File: src/rtl/complex_fixed_point_alu_core_macros.svh
// Assertion macros for the complex fixed-point ALU core.
// Included by the top level; needs nothing else.
`ifndef COMPLEX_FIXED_POINT_ALU_CORE_MACROS_SVH
`define COMPLEX_FIXED_POINT_ALU_CORE_MACROS_SVH

// Same-cycle implication, disabled while reset is high.
`define CFPA_ASSERT_IMPLY(label, clk, rst, ante, cons, msg) \
   label: assert property (@(posedge clk) disable iff (rst) (ante) |-> (cons)) \
      else $error(msg);

// Next-cycle implication, disabled while reset is high.
`define CFPA_ASSERT_NEXT(label, clk, rst, ante, cons, msg) \
   label: assert property (@(posedge clk) disable iff (rst) (ante) |=> (cons)) \
      else $error(msg);

`endif

File: src/rtl/cfpa_pkg.sv
// Shared types and constants for the complex fixed-point ALU core.
// No dependencies; used by the controller, the datapath and the top level.
`default_nettype none

package cfpa_pkg;

   localparam int DATA_WIDTH_DEF = 16;
   localparam int FRAC_BITS_DEF  = 12;
   localparam int MAX_EXP_DEF    = 255;

   localparam int ACTION_W = 3;
   localparam int EXP_W    = 8;

   typedef logic [ACTION_W-1:0] action_type;

   localparam action_type ACT_ADD  = 3'd0;
   localparam action_type ACT_SUB  = 3'd1;
   localparam action_type ACT_MUL  = 3'd2;
   localparam action_type ACT_NEG  = 3'd3;
   localparam action_type ACT_CONJ = 3'd4;
   localparam action_type ACT_NORM = 3'd5;
   localparam action_type ACT_POW  = 3'd6;

   typedef enum logic [2:0] {
      DP_NOP,
      DP_LOAD,
      DP_LIN,
      DP_ONE,
      DP_MUL_A,
      DP_MUL_B,
      DP_MUL_C,
      DP_NORM
   } dp_op_type;

   typedef struct packed {
      dp_op_type op;
      logic      emit;
   } cmd_type;

   typedef struct packed {
      action_type       action;
      logic [EXP_W-1:0] exp_count;
   } status_type;

   typedef enum logic [2:0] {
      S_IDLE,
      S_DECODE,
      S_MUL_A,
      S_MUL_B,
      S_MUL_C,
      S_NORM,
      S_DONE
   } state_type;

endpackage

`default_nettype wire

File: src/rtl/cfpa_ctrl.sv
// Sequencer for the complex fixed-point ALU: handshakes, step count, result valid.
// Depends on cfpa_pkg; drives cfpa_dp through cmd_type.
`default_nettype none

module cfpa_ctrl
   import cfpa_pkg::*;
(
   input  wire logic       clock,
   input  wire logic       reset,
   input  wire logic       req_tvalid,
   output logic            req_tready,
   output logic            rsp_tvalid,
   input  wire logic       rsp_tready,
   input  wire status_type status,
   output cmd_type         cmd
);

   state_type        state_ff, state_in;
   logic [EXP_W-1:0] cnt_ff, cnt_in;
   logic             rsp_valid_ff, rsp_valid_in;

   always_ff @(posedge clock) begin
      if (reset) begin
         state_ff     <= S_IDLE;
         cnt_ff       <= '0;
         rsp_valid_ff <= 1'b0;
      end else begin
         state_ff     <= state_in;
         cnt_ff       <= cnt_in;
         rsp_valid_ff <= rsp_valid_in;
      end
   end

   always_comb begin
      state_in     = state_ff;
      cnt_in       = cnt_ff;
      rsp_valid_in = rsp_valid_ff && !rsp_tready;
      cmd.op       = DP_NOP;
      cmd.emit     = 1'b0;
      req_tready   = 1'b0;

      unique case (state_ff)
         S_IDLE: begin
            req_tready = 1'b1;
            if (req_tvalid) begin
               cmd.op   = DP_LOAD;
               state_in = S_DECODE;
            end
         end
         S_DECODE: begin
            unique case (status.action) inside
               ACT_MUL, ACT_NORM: begin
                  state_in = S_MUL_A;
               end
               ACT_POW: begin
                  cmd.op = DP_ONE;
                  cnt_in = status.exp_count;
                  state_in = (status.exp_count == '0) ? S_DONE : S_MUL_A;
               end
               default: begin
                  cmd.op   = DP_LIN;
                  state_in = S_DONE;
               end
            endcase
         end
         S_MUL_A: begin
            cmd.op   = DP_MUL_A;
            state_in = (status.action == ACT_NORM) ? S_NORM : S_MUL_B;
         end
         S_MUL_B: begin
            cmd.op   = DP_MUL_B;
            state_in = S_MUL_C;
         end
         S_MUL_C: begin
            cmd.op = DP_MUL_C;
            if (status.action == ACT_POW && cnt_ff > EXP_W'(1)) begin
               cnt_in   = cnt_ff - EXP_W'(1);
               state_in = S_MUL_A;
            end else begin
               state_in = S_DONE;
            end
         end
         S_NORM: begin
            cmd.op   = DP_NORM;
            state_in = S_DONE;
         end
         S_DONE: begin
            // wait for the output register to drain before overwriting it
            if (!rsp_valid_ff || rsp_tready) begin
               cmd.emit     = 1'b1;
               rsp_valid_in = 1'b1;
               state_in     = S_IDLE;
            end
         end
         default: begin
            state_in = S_IDLE;
         end
      endcase
   end

   assign rsp_tvalid = rsp_valid_ff;

endmodule

`default_nettype wire

File: src/rtl/cfpa_dp.sv
// Datapath for the complex fixed-point ALU: operand store, multiplier pair,
// saturating adders and the result register. Depends on cfpa_pkg.
`default_nettype none

module cfpa_dp
   import cfpa_pkg::*;
#(
   parameter  int DATA_WIDTH = DATA_WIDTH_DEF,
   parameter  int FRAC_BITS  = FRAC_BITS_DEF,
   parameter  int MAX_EXP    = MAX_EXP_DEF,
   localparam int REQ_W      = ((4 * DATA_WIDTH + EXP_W + 7) / 8) * 8
)
(
   input  wire logic                   clock,
   input  wire logic [REQ_W-1:0]       req_tdata,
   input  wire action_type             req_tuser,
   input  wire cmd_type                cmd,
   output status_type                  status,
   output logic signed [DATA_WIDTH-1:0] res_re,
   output logic signed [DATA_WIDTH-1:0] res_im,
   output logic                        res_ovf
);

   localparam int DW      = DATA_WIDTH;
   localparam int PW      = 2 * DW;
   localparam int SW      = PW + 1;
   localparam int EXP_TOP = (1 << EXP_W) - 1;
   localparam int EXP_CAP = (MAX_EXP < EXP_TOP) ? MAX_EXP : EXP_TOP;

   localparam logic [DW-1:0] WMAX = {1'b0, {(DW-1){1'b1}}};
   localparam logic [DW-1:0] WMIN = {1'b1, {(DW-1){1'b0}}};
   localparam logic signed [SW-1:0] ONE_WIDE = SW'(1) << FRAC_BITS;

   typedef logic signed [DW-1:0] word_type;
   typedef logic signed [PW-1:0] prod_type;
   typedef logic signed [SW-1:0] wide_type;

   // returns {flag, value}
   function automatic logic [DW:0] sat_fn(input wide_type x);
      logic [DW:0] r;
      if (x[SW-1:DW-1] == {(SW-DW+1){x[SW-1]}}) begin
         r = {1'b0, x[DW-1:0]};
      end else if (x[SW-1]) begin
         r = {1'b1, WMIN};
      end else begin
         r = {1'b1, WMAX};
      end
      return r;
   endfunction

   function automatic wide_type sx(input word_type w);
      return {{(SW-DW){w[DW-1]}}, w};
   endfunction

   function automatic wide_type sxp(input prod_type p);
      return {p[PW-1], p};
   endfunction

   action_type       action_ff;
   logic [EXP_W-1:0] exp_ff;
   word_type         a_re_ff, a_im_ff, b_re_ff, b_im_ff;
   word_type         acc_re_ff, acc_im_ff, tmp_re_ff;
   prod_type         p0_ff, p1_ff;
   logic             ovf_ff;
   word_type         out_re_ff, out_im_ff;
   logic             out_ovf_ff;

   word_type   x_re, x_im, y_re, y_im;
   word_type   m0_r, m1_r;
   prod_type   prod0, prod1;
   wide_type   lin_re, lin_im;
   wide_type   diff_sh, sum_sh;
   logic [DW:0] sat_lin_re, sat_lin_im, sat_diff, sat_sum, sat_one;
   logic [EXP_W-1:0] req_exp;

   // operand routing: power iterates acc * a, norm uses a * a
   always_comb begin
      case (action_ff)
         ACT_POW: begin
            x_re = acc_re_ff;
            x_im = acc_im_ff;
            y_re = a_re_ff;
            y_im = a_im_ff;
         end
         ACT_NORM: begin
            x_re = a_re_ff;
            x_im = a_im_ff;
            y_re = a_re_ff;
            y_im = a_im_ff;
         end
         default: begin
            x_re = a_re_ff;
            x_im = a_im_ff;
            y_re = b_re_ff;
            y_im = b_im_ff;
         end
      endcase
   end

   // first pass forms re*re and im*im, second pass the cross terms
   assign m0_r  = (cmd.op == DP_MUL_B) ? y_im : y_re;
   assign m1_r  = (cmd.op == DP_MUL_B) ? y_re : y_im;
   assign prod0 = x_re * m0_r;
   assign prod1 = x_im * m1_r;

   assign diff_sh = (sxp(p0_ff) - sxp(p1_ff)) >>> FRAC_BITS;
   assign sum_sh  = (sxp(p0_ff) + sxp(p1_ff)) >>> FRAC_BITS;
   assign sat_diff = sat_fn(diff_sh);
   assign sat_sum  = sat_fn(sum_sh);
   assign sat_one  = sat_fn(ONE_WIDE);

   always_comb begin
      case (action_ff) inside
         ACT_ADD: begin
            lin_re = sx(a_re_ff) + sx(b_re_ff);
            lin_im = sx(a_im_ff) + sx(b_im_ff);
         end
         ACT_SUB: begin
            lin_re = sx(a_re_ff) - sx(b_re_ff);
            lin_im = sx(a_im_ff) - sx(b_im_ff);
         end
         ACT_NEG: begin
            lin_re = -sx(a_re_ff);
            lin_im = -sx(a_im_ff);
         end
         ACT_CONJ: begin
            lin_re = sx(a_re_ff);
            lin_im = -sx(a_im_ff);
         end
         default: begin
            lin_re = '0;
            lin_im = '0;
         end
      endcase
   end

   assign sat_lin_re = sat_fn(lin_re);
   assign sat_lin_im = sat_fn(lin_im);

   assign req_exp = req_tdata[4*DW +: EXP_W];

   always_ff @(posedge clock) begin
      unique case (cmd.op)
         DP_NOP: begin
         end
         DP_LOAD: begin
            action_ff <= req_tuser;
            a_re_ff   <= req_tdata[0*DW +: DW];
            a_im_ff   <= req_tdata[1*DW +: DW];
            b_re_ff   <= req_tdata[2*DW +: DW];
            b_im_ff   <= req_tdata[3*DW +: DW];
            exp_ff    <= (int'(req_exp) > EXP_CAP) ? EXP_W'(EXP_CAP) : req_exp;
            ovf_ff    <= 1'b0;
         end
         DP_LIN: begin
            acc_re_ff <= sat_lin_re[DW-1:0];
            acc_im_ff <= sat_lin_im[DW-1:0];
            ovf_ff    <= sat_lin_re[DW] | sat_lin_im[DW];
         end
         DP_ONE: begin
            acc_re_ff <= sat_one[DW-1:0];
            acc_im_ff <= '0;
            ovf_ff    <= sat_one[DW];
         end
         DP_MUL_A: begin
            p0_ff <= prod0;
            p1_ff <= prod1;
         end
         DP_MUL_B: begin
            tmp_re_ff <= sat_diff[DW-1:0];
            ovf_ff    <= ovf_ff | sat_diff[DW];
            p0_ff     <= prod0;
            p1_ff     <= prod1;
         end
         DP_MUL_C: begin
            acc_re_ff <= tmp_re_ff;
            acc_im_ff <= sat_sum[DW-1:0];
            ovf_ff    <= ovf_ff | sat_sum[DW];
         end
         DP_NORM: begin
            acc_re_ff <= sat_sum[DW-1:0];
            acc_im_ff <= '0;
            ovf_ff    <= ovf_ff | sat_sum[DW];
         end
         default: begin
         end
      endcase

      if (cmd.emit) begin
         out_re_ff  <= acc_re_ff;
         out_im_ff  <= acc_im_ff;
         out_ovf_ff <= ovf_ff;
      end
   end

   assign status.action    = action_ff;
   assign status.exp_count = exp_ff;

   assign res_re  = out_re_ff;
   assign res_im  = out_im_ff;
   assign res_ovf = out_ovf_ff;

endmodule

`default_nettype wire

File: src/rtl/complex_fixed_point_alu_core.sv
// Add, subtract, negate and conjugate go from decode straight to done; squared
// norm passes MUL_A and NORM, multiply MUL_A, MUL_B and MUL_C, and power repeats
// MUL_A, MUL_B and MUL_C once per exponent step (exponent clamped). One item at a
// time: the next beat is taken only after the result is loaded into the output
// register. Multiply steps share one pair of multipliers. A finished result waits in
// the output register while the next beat is taken. Synchronous active-high reset.
`default_nettype none

`include "complex_fixed_point_alu_core_macros.svh"

module complex_fixed_point_alu_core
   import cfpa_pkg::*;
#(
   parameter  int DATA_WIDTH = DATA_WIDTH_DEF,
   parameter  int FRAC_BITS  = FRAC_BITS_DEF,
   parameter  int MAX_EXP    = MAX_EXP_DEF,
   localparam int REQ_W      = ((4 * DATA_WIDTH + EXP_W + 7) / 8) * 8,
   localparam int RSP_W      = ((2 * DATA_WIDTH + 7) / 8) * 8
)
(
   input  wire logic             clock,
   input  wire logic             reset,
   input  wire logic             req_tvalid,
   output logic                  req_tready,
   input  wire logic [REQ_W-1:0] req_tdata,  // a_re, a_im, b_re, b_im, exponent, pad
   input  wire action_type       req_tuser,  // action
   output logic                  rsp_tvalid,
   input  wire logic             rsp_tready,
   output logic [RSP_W-1:0]      rsp_tdata,  // res_re, res_im, pad
   output logic                  rsp_tuser   // overflow
);

   cmd_type    cmd;
   status_type status;
   logic signed [DATA_WIDTH-1:0] res_re, res_im;

   cfpa_ctrl u_ctrl (
      .clock      (clock),
      .reset      (reset),
      .req_tvalid (req_tvalid),
      .req_tready (req_tready),
      .rsp_tvalid (rsp_tvalid),
      .rsp_tready (rsp_tready),
      .status     (status),
      .cmd        (cmd)
   );

   cfpa_dp #(
      .DATA_WIDTH (DATA_WIDTH),
      .FRAC_BITS  (FRAC_BITS),
      .MAX_EXP    (MAX_EXP)
   ) u_dp (
      .clock     (clock),
      .req_tdata (req_tdata),
      .req_tuser (req_tuser),
      .cmd       (cmd),
      .status    (status),
      .res_re    (res_re),
      .res_im    (res_im),
      .res_ovf   (rsp_tuser)
   );

   assign rsp_tdata = RSP_W'({res_im, res_re});

   `CFPA_ASSERT_NEXT(a_busy_after_beat, clock, reset, req_tvalid && req_tready, !req_tready, "took a beat while busy")
   `CFPA_ASSERT_NEXT(a_no_instant_rsp, clock, reset, req_tvalid && req_tready, !$rose(rsp_tvalid), "result appeared too early")
   `CFPA_ASSERT_IMPLY(a_emit_free, clock, reset, cmd.emit, !rsp_tvalid || rsp_tready, "result register overwritten")

endmodule

`default_nettype wire
File: config.mk
export PLATFORM = sky130hd
export DESIGN_NAME = complex_fixed_point_alu_core
export DESIGN_NICKNAME = d
export VERILOG_FILES = /design/src/rtl/cfpa_pkg.sv /design/src/rtl/cfpa_ctrl.sv /design/src/rtl/cfpa_dp.sv /design/src/rtl/complex_fixed_point_alu_core.sv
export VERILOG_INCLUDE_DIRS = /design/src /design/src/rtl
export SDC_FILE = /design/constraint.sdc
export NUM_CORES = 2
export LEC_CHECK = 0
export BUFFER_PORTS_ARGS = -buffer_cell sky130_fd_sc_hd__buf_4
export CORE_MARGIN = 3
export CORE_UTILIZATION = 35
export CTS_CLUSTER_DIAMETER = 80
export DETAILED_ROUTE_END_ITERATION = 6
export PLACE_DENSITY_LB_ADDON = 0.12
export RECOVER_POWER = 25
export SYNTH_ARGS = -nofsm -noshare
export SYNTH_HDL_FRONTEND = slang
export SYNTH_SLANG_ARGS = --single-unit
File: constraint.sdc
create_clock -name clock -period 20.5 [get_ports clock]
set_input_delay 4.1 -clock clock [delete_from_list [all_inputs] [get_ports clock]]
set_output_delay 4.1 -clock clock [all_outputs]
set_load 0.02 [all_outputs]
==> results.yml <==
placement:
  dp_slack_ps: 10360
  dpl.hpwl_microns: 103000
  io_buffers: 113
  gp_congestion: 0.937
synth:
  seq_area_frac_synth: 0.192
  synth_cell_types: 99
  synth_edf_count: 221
  syn_nets: 4892
  synth_warnings: 0
  synthFlopType: "edfxtp_1"
  synthArstFlopShare: 0
  ys_seq_elements: 233
  syn_avg_cell_area_sq_um: 9.00
  syn_inst: 3987
  syn_area_sq_um: 35900
final_layout:
  mostFrequentLayoutCells: "inv_1, fa_1, nand2_1"
  synthToLayoutAreaGrowth_pct: 9.38
  drive_gt1_frac: 0.0690
  diodes: 0
  fin_util: 0.389
  final_common_cell: "inv_1"
  fin_nets: 4953
die:
  rows: 116
  die_w_microns: 326
  pin_count: 114
  coreArea_sq_um: 101000
  start_util: 0.356
  die_h_microns: 326
  die-area_sq_um: 106000
clocking:
  clockRootBuffer: "clkbuf_16"
  clockBufferDepth: 3
  cts_tree: "built"
  worstSkewPairLatency_ps: 600
  cts_buffers: 31
  cts_hold_buf: 0
  htreeDepth: 1
  path_clk_slew_ps: 60
  ctsResizeCount: 0
  cts.sinks: 233
  cts_setup_buffers: 0
sta:
  finalSetupViolCount: 0
  setup_tns_ps: 0
  skew_ps: 13.6
  period_needed_ps: 12430
  tightestPinTransition_ps: 3910
  finalHoldViolCount: 0
  final-max-slew-violation-count: 131
  fmax_mhz: 80.5
  slew_headroom: -1.61
  rsz0062_at_grt: "no"
  period_share: 0.606
  fin_ws_ps: 8070
critical_path:
  start_kind: "register"
  rr_worst_depth: 31
  critical_path.max_stage_delay_ps: 2050
  worstSetupEndpointType: "register"
  crit_start: "u_dp.action_ff[0]"
  arrival_ps: 12760
  crit_end: "u_dp.p1_ff[31]"
  critPathMostFrequentCell: "fa_1"
  r2r_start: "u_dp.action_ff[0]"
  cp_data_required_time_ps: 20840
  cp_max_fo: 64
  worstReg2RegEnd: "u_dp.p1_ff[31]"
  cp_slowest_cell: "clkbuf_1"
  crit_type: "reg2reg"
  reg2reg_slack_ps: 8070
route:
  first_pass_iters: 5
  antenna_left: 0
  drc_errors: 0
  finalWirelength_microns: 124000
  drtIter0Drc: 2062
  avgViaCountPerCell: 5.21
  routedWlPerCell_microns: 22.9
  vias: 28250
hold_path:
  hp-class: "reg2reg"
status:
  status: "finished, violations left"
  failed_checks: "capacitance limit, slew limit"
grt:
  antenna_found_initial: 1
  gr-usage-all-layers: 0.235
  grt_pass1_wl_microns: 190000
  grt_pass1_vias: 28954
  grt-ovfl-total: 0
  grt_max_degree: 66
flow_run:
  drv_cap: 2
==> final cells by class <==
cell class,count,area (sq um)
clock buffers,35,791
clock inverters,20,199
fillers,10350,61600
inverters,732,2750
multi-input cells,2885,25700
flip-flops and latches,233,6880
well taps,1357,1700
repair buffers,165,1230
==> stage by stage <==
stage	hold slack, ps	instance area, sq um	std cells
floorplan	427	35900	3987
global placement	492	38300	5372
detailed placement	486	38300	5372
CTS	509	39300	5427
global route	518	39200	5427
finish	515	39200	5427
==> state kept, by name, indices dropped and copies added, names as in the netlist, 16 cells and up <==
signal / cells
u_dp.b_im_ff: 16
u_dp.acc_re_ff: 16
u_dp.acc_im_ff: 16
u_dp.res_re: 16
u_dp.b_re_ff: 16
u_dp.p0_ff: 32
u_dp.res_im: 16
u_dp.a_re_ff: 16
u_dp.p1_ff: 32
u_dp.a_im_ff: 16
u_dp.tmp_re_ff: 16
==> cells in the mapped netlist (all sizes together) (34+ instances only) <==
cell type / count / area share
inv: 729 / 0.076
fa: 528 / 0.29
nand2: 474 / 0.050
nor2: 438 / 0.046
ha: 298 / 0.10
edfxtp: 221 / 0.18
a21oi: 206 / 0.030
clkbuf: 112 / 0.012
xnor2: 110 / 0.027
o21ai: 109 / 0.015
nor3: 59 / 0.0087
a21o: 53 / 0.011
nand3: 48 / 0.0067
mux2i: 41 / 0.012
and2: 39 / 0.0068
nor2b: 34 / 0.0059
==> how the worst min path moves through the flow <==
stage / startpoint / end / slack (ps) / cells past startpoint
3_3_place_gp: u_dp.acc_im_ff[8] / u_dp.res_im[8] / 490 / 0
5_1_grt: u_dp.acc_im_ff[1] / u_dp.res_im[1] / 520 / 0
2_1_floorplan: u_dp.acc_im_ff[0] / u_dp.res_im[0] / 430 / 0
6_report: u_dp.acc_re_ff[9] / u_dp.res_re[9] / 510 / 0
4_1_cts: u_dp.acc_re_ff[9] / u_dp.res_re[9] / 510 / 0
3_5_place_dp: u_dp.acc_im_ff[8] / u_dp.res_im[8] / 490 / 0
==> routing by layer <==
metal	GRT usage	vias to the layer above	share of wire
met5	0	-	0.00010
met4	0.0671	2	0.033
met3	0.0279	165	0.051
met2	0.368	813	0.45
met1	0.340	14244	0.47
li1	-	13026	-
==> critical path, delay by kind of cell, from the launching register on <==
kind            cells  cell delay (ps)
simple gates        5             1760
buf+inv             7             3690
xor+xnor            1               80
fa+ha+maj           7             3330
compound gates     11             2950
flops               1              310
==> logic make-up (layout without fill, tap and decap cells) <==
logic type,count (synthesis),after routing,share of synthesized area
AO/OA/AOI/OAI,654,654,0.122
XOR/XNOR,135,135,0.0330
adder cells (fa/ha/maj),826,826,0.399
buffers and inverters,869,952,0.0925
flip-flops,233,233,0.192
multiplexers,42,42,0.0119
AND/OR/NAND/NOR,1228,1228,0.150
Power is left out: the tool's default activity adds up to more than one toggle a clock period on the data nets, which glitch-free logic cannot reach.
